File: config.mk
export PLATFORM = sky130hd
export DESIGN_NAME = touch_report_slot_tracker
export DESIGN_NICKNAME = d
export VERILOG_FILES = /design/src/rtl/trst_pkg.sv /design/src/rtl/touch_report_slot_tracker.sv
export SDC_FILE = /design/constraint.sdc
export NUM_CORES = 1
export LEC_CHECK = 0
export BUFFER_PORTS_ARGS = -buffer_cell sky130_fd_sc_hd__buf_2
export CAP_MARGIN = 20
export CELL_PAD_IN_SITES_DETAIL_PLACEMENT = 0
export CELL_PAD_IN_SITES_GLOBAL_PLACEMENT = 1
export CORE_MARGIN = 2
export CORE_UTILIZATION = 35
export DETAILED_ROUTE_END_ITERATION = 16
export PLACE_DENSITY = 0.65
export RECOVER_POWER = 100
export SLEW_MARGIN = 20
export SYNTH_ARGS = -nofsm -noshare
export SYNTH_HDL_FRONTEND = slang
export SYNTH_SLANG_ARGS = --single-unit
export TNS_END_PERCENT = 20
File: constraint.sdc
create_clock -name aclk -period 7.1 [get_ports aclk]
set_clock_uncertainty 0.15 [all_clocks]
set_input_delay 1.42 -clock aclk [delete_from_list [all_inputs] [get_ports aclk]]
set_output_delay 1.42 -clock aclk [all_outputs]
set_load 0.01 [all_outputs]
File: src/rtl/trst_pkg.sv
package trst_pkg;

    // slot table size
    localparam int NUM_SLOTS = 5;
    localparam int SLOT_W    = 3;
    localparam logic [SLOT_W-1:0] SLOT_LAST = SLOT_W'(NUM_SLOTS - 1);

    // highest key id that yields a key event
    localparam logic [3:0] KEY_ID_MAX = 4'd4;

    // report types from status bits 6:5
    localparam logic [1:0] TYPE_SCREEN = 2'd1;
    localparam logic [1:0] TYPE_KEY    = 2'd2;

    // record kinds on the result channel
    localparam logic [1:0] KIND_SLOT = 2'd0;
    localparam logic [1:0] KIND_KEY  = 2'd1;
    localparam logic [1:0] KIND_SYNC = 2'd2;

    // one slot table entry
    typedef struct packed {
        logic [11:0] pos_x;
        logic [11:0] pos_y;
        logic [7:0]  strength;
        logic        active;
    } slot_entry_t;

    localparam slot_entry_t SLOT_RESET = '{pos_x: 12'd0, pos_y: 12'd0,
                                           strength: 8'd0, active: 1'b1};

    // sequencer states
    typedef enum logic [2:0] {
        ST_IDLE,
        ST_READ,
        ST_EMIT,
        ST_KEY,
        ST_SYNC
    } seq_state_t;

endpackage

File: src/rtl/touch_report_slot_tracker.sv
// A screen report is written to the slot table; the slots are read in READ and EMIT and loaded
// into the output register, and the sync record follows the last slot record. A key report's
// event is loaded from KEY. Reports are accepted only in IDLE; a dropped one leaves it there.
// The slot table's single read port walks one slot per cycle unless an active slot waits on the
// result channel. Reset (aresetn low, synchronous) clears the sequencer, the output valid and
// the per-slot valid bits, so every slot reads as zeroed and active.
module touch_report_slot_tracker (
    input  logic        aclk,
    input  logic        aresetn,
    input  logic        s_tvalid,
    output logic        s_tready,
    // status_byte[7:0], coord_high_byte[15:8], x_low_byte[23:16],
    // y_low_byte[31:24], pressure_byte[39:32]
    input  logic [39:0] s_tdata,
    output logic        m_tvalid,
    input  logic        m_tready,
    // slot_index[2:0], pos_x[14:3], pos_y[26:15], touch_strength[34:27],
    // key_index[38:35], key_down[39]
    output logic [39:0] m_tdata,
    // record_kind[1:0]
    output logic [1:0]  m_tuser,
    output logic        m_tlast
);
    import trst_pkg::*;

    // slot table memory and per-entry valid bits
    slot_entry_t slot_mem [NUM_SLOTS];
    logic [NUM_SLOTS-1:0] valid_reg;

    seq_state_t state_reg, state_next;
    logic [SLOT_W-1:0] idx_reg, idx_next;
    slot_entry_t rd_data_reg;
    logic rd_valid_reg;
    logic [3:0] key_id_reg;
    logic key_down_reg;

    logic m_tvalid_reg;
    logic [39:0] m_tdata_reg;
    logic [1:0] m_tuser_reg;
    logic m_tlast_reg;

    // decoded input fields
    logic [7:0] status;
    logic [1:0] rpt_type;
    logic pressed;
    logic [3:0] rpt_id;
    logic [11:0] in_x, in_y;
    logic [7:0] in_pressure;
    logic s_accept, id_ok;

    // table access and output load controls
    logic rd_en, wr_en;
    logic [SLOT_W-1:0] rd_addr, wr_addr;
    slot_entry_t wr_data;
    slot_entry_t cur;
    logic out_free, emit_go;
    logic out_load;
    logic [39:0] out_data;
    logic [1:0] out_kind;
    logic out_last;

    assign status      = s_tdata[7:0];
    assign rpt_type    = status[6:5];
    assign pressed     = status[4];
    assign rpt_id      = status[3:0];
    assign in_x        = {s_tdata[11:8], s_tdata[23:16]};
    assign in_y        = {s_tdata[15:12], s_tdata[31:24]};
    assign in_pressure = s_tdata[39:32];
    assign id_ok       = rpt_id <= 4'(NUM_SLOTS);
    assign s_accept    = s_tvalid && s_tready;

    // entry under inspection: never-written slots read as reset value
    assign cur      = rd_valid_reg ? rd_data_reg : SLOT_RESET;
    assign out_free = !m_tvalid_reg || m_tready;
    assign emit_go  = !cur.active || out_free;

    // next state
    always_comb begin
        state_next = state_reg;
        idx_next   = idx_reg;
        case (state_reg)
            ST_IDLE: begin
                idx_next = '0;
                if (s_accept && id_ok) begin
                    if (rpt_type == TYPE_SCREEN) begin
                        if (rpt_id != 4'd0) state_next = ST_READ;
                    end else if (rpt_type == TYPE_KEY) begin
                        if (rpt_id != 4'd0 && rpt_id <= KEY_ID_MAX) state_next = ST_KEY;
                        else state_next = ST_SYNC;
                    end else begin
                        state_next = ST_SYNC;
                    end
                end
            end
            ST_READ: state_next = ST_EMIT;
            ST_EMIT: begin
                if (emit_go) begin
                    idx_next = idx_reg + 1'b1;
                    if (idx_reg == SLOT_LAST) state_next = ST_SYNC;
                end
            end
            ST_KEY: begin
                if (out_free) state_next = ST_SYNC;
            end
            ST_SYNC: begin
                if (out_free) state_next = ST_IDLE;
            end
            default: state_next = ST_IDLE;
        endcase
    end

    // outputs: table accesses and record loads
    always_comb begin
        s_tready = 1'b0;
        rd_en    = 1'b0;
        rd_addr  = idx_reg;
        wr_en    = 1'b0;
        wr_addr  = idx_reg;
        wr_data  = cur;
        out_load = 1'b0;
        out_data = '0;
        out_kind = KIND_SYNC;
        out_last = 1'b0;
        case (state_reg)
            ST_IDLE: begin
                s_tready = 1'b1;
                if (s_accept && id_ok && rpt_type == TYPE_SCREEN && rpt_id != 4'd0) begin
                    wr_en   = 1'b1;
                    wr_addr = SLOT_W'(rpt_id - 4'd1);
                    wr_data = '{pos_x: in_x, pos_y: in_y,
                                strength: pressed ? in_pressure : 8'd0, active: 1'b1};
                end
            end
            ST_READ: begin
                rd_en = 1'b1;
            end
            ST_EMIT: begin
                if (cur.active && out_free) begin
                    out_load = 1'b1;
                    out_kind = KIND_SLOT;
                    out_data = {5'd0, cur.strength, cur.pos_y, cur.pos_x, idx_reg};
                    // a lifted slot is reported once, then retired
                    if (cur.strength == 8'd0) begin
                        wr_en          = 1'b1;
                        wr_data.active = 1'b0;
                    end
                end
                if (emit_go && idx_reg != SLOT_LAST) begin
                    rd_en   = 1'b1;
                    rd_addr = idx_reg + 1'b1;
                end
            end
            ST_KEY: begin
                if (out_free) begin
                    out_load = 1'b1;
                    out_kind = KIND_KEY;
                    out_data = {key_down_reg, key_id_reg, 35'd0};
                end
            end
            ST_SYNC: begin
                if (out_free) begin
                    out_load = 1'b1;
                    out_kind = KIND_SYNC;
                    out_last = 1'b1;
                end
            end
            default: ;
        endcase
    end

    // slot table memory
    always_ff @(posedge aclk) begin
        if (wr_en) slot_mem[wr_addr] <= wr_data;
        if (rd_en) begin
            rd_data_reg  <= slot_mem[rd_addr];
            rd_valid_reg <= valid_reg[rd_addr];
        end
    end

    // control registers
    always_ff @(posedge aclk) begin
        if (!aresetn) begin
            state_reg    <= ST_IDLE;
            idx_reg      <= '0;
            valid_reg    <= '0;
            m_tvalid_reg <= 1'b0;
        end else begin
            state_reg <= state_next;
            idx_reg   <= idx_next;
            if (wr_en) valid_reg[wr_addr] <= 1'b1;
            if (out_load) m_tvalid_reg <= 1'b1;
            else if (m_tready) m_tvalid_reg <= 1'b0;
        end
    end

    // payload registers
    always_ff @(posedge aclk) begin
        if (s_accept) begin
            key_id_reg   <= rpt_id;
            key_down_reg <= pressed;
        end
        if (out_load) begin
            m_tdata_reg <= out_data;
            m_tuser_reg <= out_kind;
            m_tlast_reg <= out_last;
        end
    end

    assign m_tvalid = m_tvalid_reg;
    assign m_tdata  = m_tdata_reg;
    assign m_tuser  = m_tuser_reg;
    assign m_tlast  = m_tlast_reg;

endmodule

==> results of run 1 <==
## power by group through the flow
stage	registers (mW)	logic, mW	clock network (mW)
global route	1.73	0.176	1.47
finish	1.72	0.158	1.37
floorplan	1.76	0.0900	0
detailed placement	1.75	0.168	0
global placement	1.75	0.167	0
CTS	1.72	0.169	1.41
## layout make-up
cell class,count,share of cell area (%)
clock buffer,34,5.62
tap,402,3.91
multi-input combinational,623,25.8
clock inverter,17,1.10
sequential,259,59.5
timing repair buffer,107,3.83
inverter,9,0.262
## worst register-to-register path, cell delays in order (launching register included)
cell and delay, ps:
dfxtp_1 560, clkinv_1 410, ha_1 360, and2_0 220
a211oi_1 1470, clkbuf_1 750, o21ai_4 50, buf_4 320
a2111oi_0 550, a211oi_1 80
## cell usage after synthesis, types with 2 or more instances
cell type	instances
clkbuf_1	41
nor2b_1	6
a211oi_1	63
nor2_1	73
o21a_1	5
nor3b_1	2
o211a_1	2
nor4_1	33
a21oi_1	75
o2bb2ai_1	3
inv_1	7
nand2_1	223
buf_2	21
ha_1	5
or3_1	3
edfxtp_1	247
buf_6	4
or2_2	2
nand3_1	14
and3_1	12
a31oi_1	2
nand4_1	2
o21ai_0	40
a31o_2	2
xnor2_1	3
and2_1	8
o31ai_1	4
dfxtp_1	12
nor3_1	5
nand4b_1	2
nand2b_1	5
o211ai_1	2
a41oi_1	2
mux2i_1	4
## worst paths after layout
check	cells past startpoint	slack, ps	from	endpoint
worst max register to register	9	1900	idx_reg[1]	rd_data_reg[31]
worst max-delay path	9	1870	s_tdata[0]	slot_mem[1][1]
worst min-delay path	1	320	valid_reg[0]	valid_reg[0]
worst min register to register	1	320	valid_reg[0]	valid_reg[0]
## logic make-up (layout without fill, tap and decap cells)
| kind of cell | Yosys count | in the layout |
|---|---|---|
| compound gates | 214 | 214 |
| flops | 259 | 259 |
| mux | 4 | 4 |
| simple gates | 396 | 396 |
| xor+xnor | 4 | 4 |
| fa+ha+maj | 5 | 5 |
| buf+inv | 78 | 167 |
## cell usage in the layout (no fill, tap or decap), types with 3 or more instances in the layout
master / instances
inv_1: 7
ha_1: 5
nand3_1: 14
or3_1: 3
clkbuf_16: 28
nor3_1: 5
edfxtp_1: 247
and3_1: 12
and2_1: 4
nor4_1: 33
nand2b_1: 5
clkinv_1: 8
clkbuf_1: 64
clkinv_2: 6
o21a_1: 4
o31ai_1: 3
buf_2: 37
buf_4: 12
o21ai_0: 40
nand2_1: 223
and2_0: 4
nor2b_1: 6
nor2_1: 72
mux2i_1: 4
dfxtp_1: 11
a211oi_1: 64
a21oi_1: 75
## per-stage QoR
stage / power (mW) / instances
6_report: 3.26 / 1451
5_1_grt: 3.37 / 1451
4_1_cts: 3.30 / 1451
3_5_place_dp: 1.92 / 1400
3_3_place_gp: 1.92 / 1400
2_1_floorplan: 1.85 / 960
## routing by layer
| metal | global-route usage, % | wire, um | up-vias |
|---|---|---|---|
| li1 | - | - | 3670 |
| met4 | 4.51 | 541 | 0 |
| met2 | 27.6 | 13200 | 234 |
| met1 | 23.5 | 13100 | 3720 |
| met3 | 2.69 | 1760 | 47 |
| met5 | 0 | 0 | - |
==> qor.csv, run 1 <==
metric,value,unit
RePlAce Congestion,0.720,
static leakage,4.30,nW
Max-Cap Viols,9,
Clock Latency Late Sink,550,ps
Crit. End Element,register,
crit-path cells,clkbuf_1 -> inv_1 -> ha_1 -> nor3b_1 -> or4_1 -> o2111a_1 -> nand2_1 -> o2bb2ai_1 -> buf_4,
Crit-path slowest cell,o2bb2ai_1,
# IOs,89,
final hold violation count,0,
Fin Hold WS,320,ps
CTS clock-pin slew for the worst setup and hold paths,60,ps
crit-path max cell delay,1640,ps
number of global-route vias before repair,7508,
Synthesis Warnings,0,
Max clock buf depth,3,
DRT iter0 DRCs,559,
Comb pwr share,4.8,%
synth top area cells,"edfxtp_1, nand2_1, a211oi_1",
setup repair after global routing missed its margin,false,
Placed Area,12200,um^2
area of the core,31600,um^2
number of flip-flops in the largest register,165,
VDD IR max,0.000164,V
Top delay family on crit path,compound AO/OA/AOI/OAI gates,
cts hold-fix bufs,0,
mux share of post-synthesis cell area,0.355,%
Post-synth ARST share,0,%
"Seq/Total Area, Yosys",67.8,%
# setup viols final,0,
Flop pwr share,52.9,%
Required @ worst endpoint,7170,ps
synth-to-layout area growth,14.1,%
IO Port Bufs,87,
Detail Route Antenna Nets,0,
"area leader, netlist",edfxtp_1,
Pre-Repair DR Iteration Count,5,
worst-path fanout max,17,
Clk pwr share,42.2,%
Synth Area in XOR/XNOR,0.477,%
Vias/cell,5.29,
top_reg_cell synth,edfxtp_1,
Antenna diodes,0,
largest net degree at the start of global routing,72,
multi-input logic area,3330,um^2
#FFs+latches synth,259,
startpoint types,input port,
TNS Setup,0,ps
Post-Place Setup Slack,2400,ps
Post-Syn Instances,960,
Yosys cell types,60,
DRC errors left,0,
std cell rows,65,
routed via count,7671,
first-pass GRT wire length,43.7,mm
post-layout util,40.7,%
post-layout worst setup margin,1870,ps
WP buf/inv,3,
cell area after layout,12900,um^2
layout cell share with drive strength beyond 1,10.1,%
drt total wl,28.6,mm
Syn Area/Cell,11.8,um^2
clk sinks,259,
"Remaining Overflow, GRT",0,
Layout fillers,2940,
hpwl dp,15.9,mm
Avg WL per Cell,19.7,um
violated checks,"max-capacitance violations, max-slew violations",
top-area cell type share of the netlist area,65.7,%
Net Sw Frac,21.7,%
final net count,1077,
post-CTS resize count,0,
"EDFF count, synth",247,
worst endpoint data arrival time,5310,ps
Sequential Area,7660,um^2
overall routing resource usage,16.9,%
clk root buf,clkbuf_16,
Max-slew headroom,-76.6,%
compound-gate portion of the synthesized area,12.2,%
status,"complete, but fails checks",
fmax,191,MHz
main combinational cell family by area after synthesis,simple AND/OR/NAND/NOR gates,
Final Max Tran Viols,206,
initial core utilization,35.7,%
CTS Buf Count,28,
Post-Synth Simple-Gate Area,15.4,%
Post-Synthesis Cell Area,11300,um^2
syn_nets,1009,
CTS tree,built,
Die Area,33700,um^2
Die H,184,um
Post-CTS Setup Bufs,0,
worst slew pin tran,2650,ps
Int Power,2.55,mW
Die W,184,um
kind of critical path,input port to register,
Hold WC Path Type,register to register,
final worst path period need,5230,ps
pwr dens,253,nW/um^2
CTS H-tree lvls,1,
"Period Utilization, post-route",73.7,%
Sw Pwr,0.708,mW
initial antenna violation count,0,
adder-cell share of the synthesized area,0.554,%
(Power assumes the default switching activity.)
==> inputs of run 2 (changes only) <==
--- a/config.mk
+++ b/config.mk
@@ -12,7 +12,7 @@
 export CORE_MARGIN = 2
 export CORE_UTILIZATION = 35
 export DETAILED_ROUTE_END_ITERATION = 16
-export PLACE_DENSITY = 0.65
+export PLACE_DENSITY = 0.67
 export RECOVER_POWER = 100
 export SLEW_MARGIN = 20
 export SYNTH_ARGS = -nofsm -noshare
==> constraint.sdc (replaced) <==
create_clock -name aclk -period 4.5 [get_ports aclk]
set_clock_uncertainty 0.15 [all_clocks]
set_input_delay 0.9 -clock aclk [delete_from_list [all_inputs] [get_ports aclk]]
set_output_delay 0.9 -clock aclk [all_outputs]
set_load 0.01 [all_outputs]
==> run 2 against run 1 <==
Net effect:
- the flow still finishes with violations (max-capacitance violations, max-slew violations)
- cell count up 0.76%
- sequential cell count is the same
- routed wire length is 0.75% higher
- count of clock-buffer cells in the layout decreased by 1
- register-to-register slack worse by 1100 ps
- setup slack worse by 1200 ps
- clock power grew 70%
- die area is the same
- utilization increased by 0.80 points
- critical path type unchanged
- largest cell class unchanged
- largest power group unchanged
==> qor.csv, run 2 (same netlist as run 1, synthesis figures left out) <==
metric,value,unit
Layout fillers,2919,
depth of the worst hold-timing path,1,
std cell rows,65,
final net count,1086,
Pre-Repair DR Iteration Count,8,
Hold WC Path Type,register to register,
IO Port Bufs,87,
dpl cells,1408,
Max-Cap Viols,2,
"Period Utilization, post-route",84.4,%
worst slew pin tran,1600,ps
startpoint types,input port,
initial core utilization,35.7,%
CTS Buf Count,29,
Post-CTS Setup Bufs,0,
worst endpoint data arrival time,3890,ps
Die W,184,um
setup repair after global routing missed its margin,false,
DRT iter0 DRCs,665,
DRC errors left,0,
post-layout worst setup margin,700,ps
Register-to-Register Path Depth,6,
layout cell share with drive strength beyond 1,12.0,%
Clock Latency Late Sink,540,ps
total power,5.31,mW
RePlAce Congestion,0.736,
fmax,263,MHz
routed via count,7830,
cts hold-fix bufs,0,
clk root buf,clkbuf_16,
"commonest non-fill, non-tap cells in the layout","edfxtp_1, nand2_1, a21oi_1",
clk sinks,259,
Die H,184,um
Avg WL per Cell,19.7,um
hpwl dp,16.3,mm
CTS tree,built,
"commonest non-fill, non-tap cell in the layout",edfxtp_1,
Max-slew headroom,-6.64,%
number of global-route vias before repair,7844,
worst-path fanout max,19,
post-route insts no fill,1462,
Final Max Tran Viols,93,
initial antenna violation count,0,
area of the core,31600,um^2
pwr dens,405,nW/um^2
number of flip-flops in the largest register,165,
Die Area,33700,um^2
"Remaining Overflow, GRT",0,
overall routing resource usage,17.2,%
Post-Place Setup Slack,536,ps
Reg-to-Reg Start,rd_data_reg[6],
TNS Setup,0,ps
largest net degree at the start of global routing,72,
violated checks,"max-capacitance violations, max-slew violations",
Hold Startpoint,valid_reg[4],
Crit. End Element,register,
static leakage,4.42,nW
drt total wl,28.9,mm
final worst path period need,3800,ps
Fin Hold WS,323,ps
CTS clock-pin slew for the worst setup and hold paths,60,ps
Antenna diodes,0,
Crit. Startpoint,s_tdata[0],
VDD IR max,0.000262,V
final hold violation count,0,
kind of critical path,input port to register,
post-CTS resize count,0,
first-pass GRT wire length,44.8,mm
CTS H-tree lvls,1,
Vias/cell,5.36,
status,"complete, but fails checks",
# setup viols final,0,
synth-to-layout area growth,16.3,%
Detail Route Antenna Nets,0,
Max clock buf depth,3,
# IOs,89,
Required @ worst endpoint,4590,ps
-- run 2: layout make-up --
| cell class | count | area (um^2) | area share [%] |
|---|---|---|---|
| clock buffer | 33 | 741 | 5.64 |
| tap | 402 | 503 | 3.83 |
| multi-input combinational | 623 | 3360 | 25.6 |
| timing repair buffer | 115 | 631 | 4.80 |
| clock inverter | 21 | 206 | 1.57 |
| sequential | 259 | 7660 | 58.3 |
| inverter | 9 | 33.8 | 0.257 |
-- run 2: layer usage --
metal  share of wire [%]  up-vias  routed length, um  track usage (%)
met5                   0        -                  0                0
met4                 2.6        0                740             4.90
met3                 5.9       50               1690             2.65
met2                  46      263              13200             28.3
met1                  46     3813              13300             23.6
li1                    -     3704                  -                -
-- run 2: path summary, 6_finish.rpt --
check / slack (ps) / endpoint
setup / recovery: 700 / slot_mem[3][30]
hold / removal: 320 / valid_reg[4]
setup reg to reg: 760 / slot_mem[3][30]
hold reg to reg: 320 / valid_reg[4]
-- run 2: report_power, final --
| group | leakage, nW | switching, mW | total, mW | internal (mW) |
|---|---|---|---|---|
| Clock | 0.466 | 0.926 | 2.33 | 1.41 |
| Sequential | 2.36 | 0.0217 | 2.72 | 2.70 |
| Combinational | 1.59 | 0.186 | 0.262 | 0.0765 |
-- run 2: worst max-delay path, cell delays in order --
cell and delay (ps):
clkbuf_1 210, inv_1 130, ha_1 240, nor3b_1 350
or4_1 280, o2111a_1 340, nand2_1 160, o2bb2ai_2 990
buf_12 280
-- run 2: per-stage QoR --
stage	util (%)	cell area, um^2
global placement	38.9	12300
detailed placement	38.9	12300
floorplan	-	11300
CTS	41.9	13200
finish	41.5	13100
global route	41.5	13100
==> inputs of run 3 (changes only) <==
--- a/config.mk
+++ b/config.mk
@@ -12,7 +12,7 @@
 export CORE_MARGIN = 2
 export CORE_UTILIZATION = 35
 export DETAILED_ROUTE_END_ITERATION = 16
-export PLACE_DENSITY = 0.67
+export PLACE_DENSITY = 0.65
 export RECOVER_POWER = 100
 export SLEW_MARGIN = 20
 export SYNTH_ARGS = -nofsm -noshare
==> constraint.sdc (replaced) <==
create_clock -name aclk -period 3.85 [get_ports aclk]
set_clock_uncertainty 0.15 [all_clocks]
set_input_delay 0.77 -clock aclk [delete_from_list [all_inputs] [get_ports aclk]]
set_output_delay 0.77 -clock aclk [all_outputs]
set_load 0.01 [all_outputs]
==> run 3 against run 2 <==
Net effect:
- worst hold slack got worse by 27 ps
- clock power rose by 6%
- critical path type unchanged
- die area did not move
- total power rose by 12%
- highest routed layer unchanged
- critical endpoint is now slot_mem[4][16]
- sequential share of layout area rose by 0.18 points
- setup slack got worse by 190 ps
- sequential cell count did not move
- routed wire length fell by 2.0%
- count of clock-buffer cells in the layout rose by 4
- final area fell by 0.30%
- the flow now finishes without violations
==> qor.csv, run 3 (same netlist as run 1, synthesis figures left out) <==
metric,value,unit
worst-path fanout max,34,
final hold violation count,0,
RePlAce Congestion,0.769,
Required @ worst endpoint,3860,ps
TNS Setup,0,ps
clk sinks,259,
Crit-path slowest cell,clkbuf_2,
IO Port Bufs,87,
"Remaining Overflow, GRT",0,
"commonest non-fill, non-tap cell in the layout",edfxtp_1,
Post-Place Setup Slack,374,ps
initial core utilization,35.7,%
"Period Utilization, post-route",86.8,%
Fin Hold WS,295,ps
CTS H-tree lvls,1,
Antenna diodes,0,
fmax,299,MHz
area of the core,31600,um^2
worst endpoint data arrival time,3350,ps
std cell rows,65,
Crit. End Element,register,
crit-path max cell delay,970,ps
startpoint types,input port,
layout cell share with drive strength beyond 1,12.2,%
cts hold-fix bufs,0,
static leakage,4.41,nW
final net count,1098,
routed via count,7775,
kind of critical path,input port to register,
Clock Latency Late Sink,550,ps
Post-CTS Setup Bufs,0,
synth-to-layout area growth,16.0,%
overall routing resource usage,16.7,%
post-layout worst setup margin,508,ps
number of flip-flops in the largest register,165,
post-CTS resize count,0,
crit-path cells,clkbuf_1 -> inv_1 -> ha_1 -> nor2b_1 -> or4_1 -> o31ai_4 -> clkbuf_2,
CTS clock-pin slew for the worst setup and hold paths,50,ps
DRT iter0 DRCs,600,
Die Area,33700,um^2
Final Max Tran Viols,0,
VDD IR max,0.000327,V
Avg WL per Cell,19.2,um
Hold WC Path Type,input port to register,
Max-slew headroom,10.3,%
Die H,184,um
first-pass GRT wire length,43.4,mm
pwr dens,454,nW/um^2
worst slew pin tran,1350,ps
Pre-Repair DR Iteration Count,5,
CTS tree,built,
Placed Area,12400,um^2
clk root buf,clkbuf_16,
setup repair after global routing missed its margin,false,
final worst path period need,3340,ps
Detail Route Antenna Nets,0,
Max-Cap Viols,0,
number of global-route vias before repair,7491,
Die W,184,um
CTS Buf Count,29,
cell area after layout,13100,um^2
drt total wl,28.3,mm
Max clock buf depth,3,
hpwl dp,16.5,mm
# IOs,89,
largest net degree at the start of global routing,72,
status,"finished, final reports clean",
initial antenna violation count,0,
"commonest non-fill, non-tap cells in the layout","edfxtp_1, nand2_1, a21oi_1",
# setup viols final,0,
Vias/cell,5.28,
DRC errors left,0,
-- run 3: changes by cell type in the layout (fill, tap and decap cells not counted), sizes merged --
cell      previous run  this run
buf                 59        71
bufinv               4         0
clkbuf              89        93
clkinv              15        14
clkinvlp             1         2
inv                 10         9
-- run 3: worst paths after layout --
check / from / end / slack [ps] / depth (start not counted)
max: s_tdata[0] / slot_mem[4][16] / 510 / 7
min: s_tdata[1] / key_id_reg[1] / 300 / 1
max reg2reg: rd_data_reg[6] / slot_mem[4][16] / 570 / 5
min reg2reg: valid_reg[2] / valid_reg[2] / 320 / 1
-- run 3: routing by layer --
| metal | wire length, um | up-vias | part of all wire, % | track usage [%] |
|---|---|---|---|---|
| met5 | 0 | - | 0 | 0 |
| met4 | 595 | 0 | 2.1 | 4.22 |
| met3 | 1570 | 44 | 5.5 | 2.54 |
| met2 | 13100 | 239 | 46 | 27.5 |
| met1 | 13000 | 3779 | 46 | 23.2 |
| li1 | - | 3713 | - | - |
-- run 3: area by class of cell --
class / count / area [um^2]
multi-input combinational: 623 / 3300
inverter: 9 / 33.8
tap: 402 / 503
sequential: 259 / 7660
fill: 2974 / 18500
clock inverter: 16 / 95.1
timing repair buffer: 127 / 742
clock buffer: 37 / 756
-- run 3: critical path: cells and delay by family --
kind / cells / cell delay, ps
buffers and inverters: 3 / 1320
AND/OR/NAND/NOR: 2 / 740
AO/OA/AOI/OAI: 1 / 260
adder cells (fa/ha/maj): 1 / 230
-- run 3: per-stage QoR --
| stage | power, mW | instances | utilization (%) |
|---|---|---|---|
| after detailed placement | 3.55 | 1420 | 39.3 |
| final | 5.94 | 1473 | 41.4 |
| after global routing | 6.17 | 1473 | 41.4 |
| after global placement | 3.55 | 1420 | 39.3 |
| after floorplan | 3.41 | 960 | - |
| after CTS | 6.03 | 1473 | 42.0 |
-- run 3: report_power, final --
part	internal [mW]	leakage [nW]	switching, mW	total, mW
clock	1.39	0.412	1.08	2.47
combinational	0.0910	1.64	0.218	0.309
sequential	3.15	2.36	0.0177	3.17
total	4.63	4.41	1.31	5.94
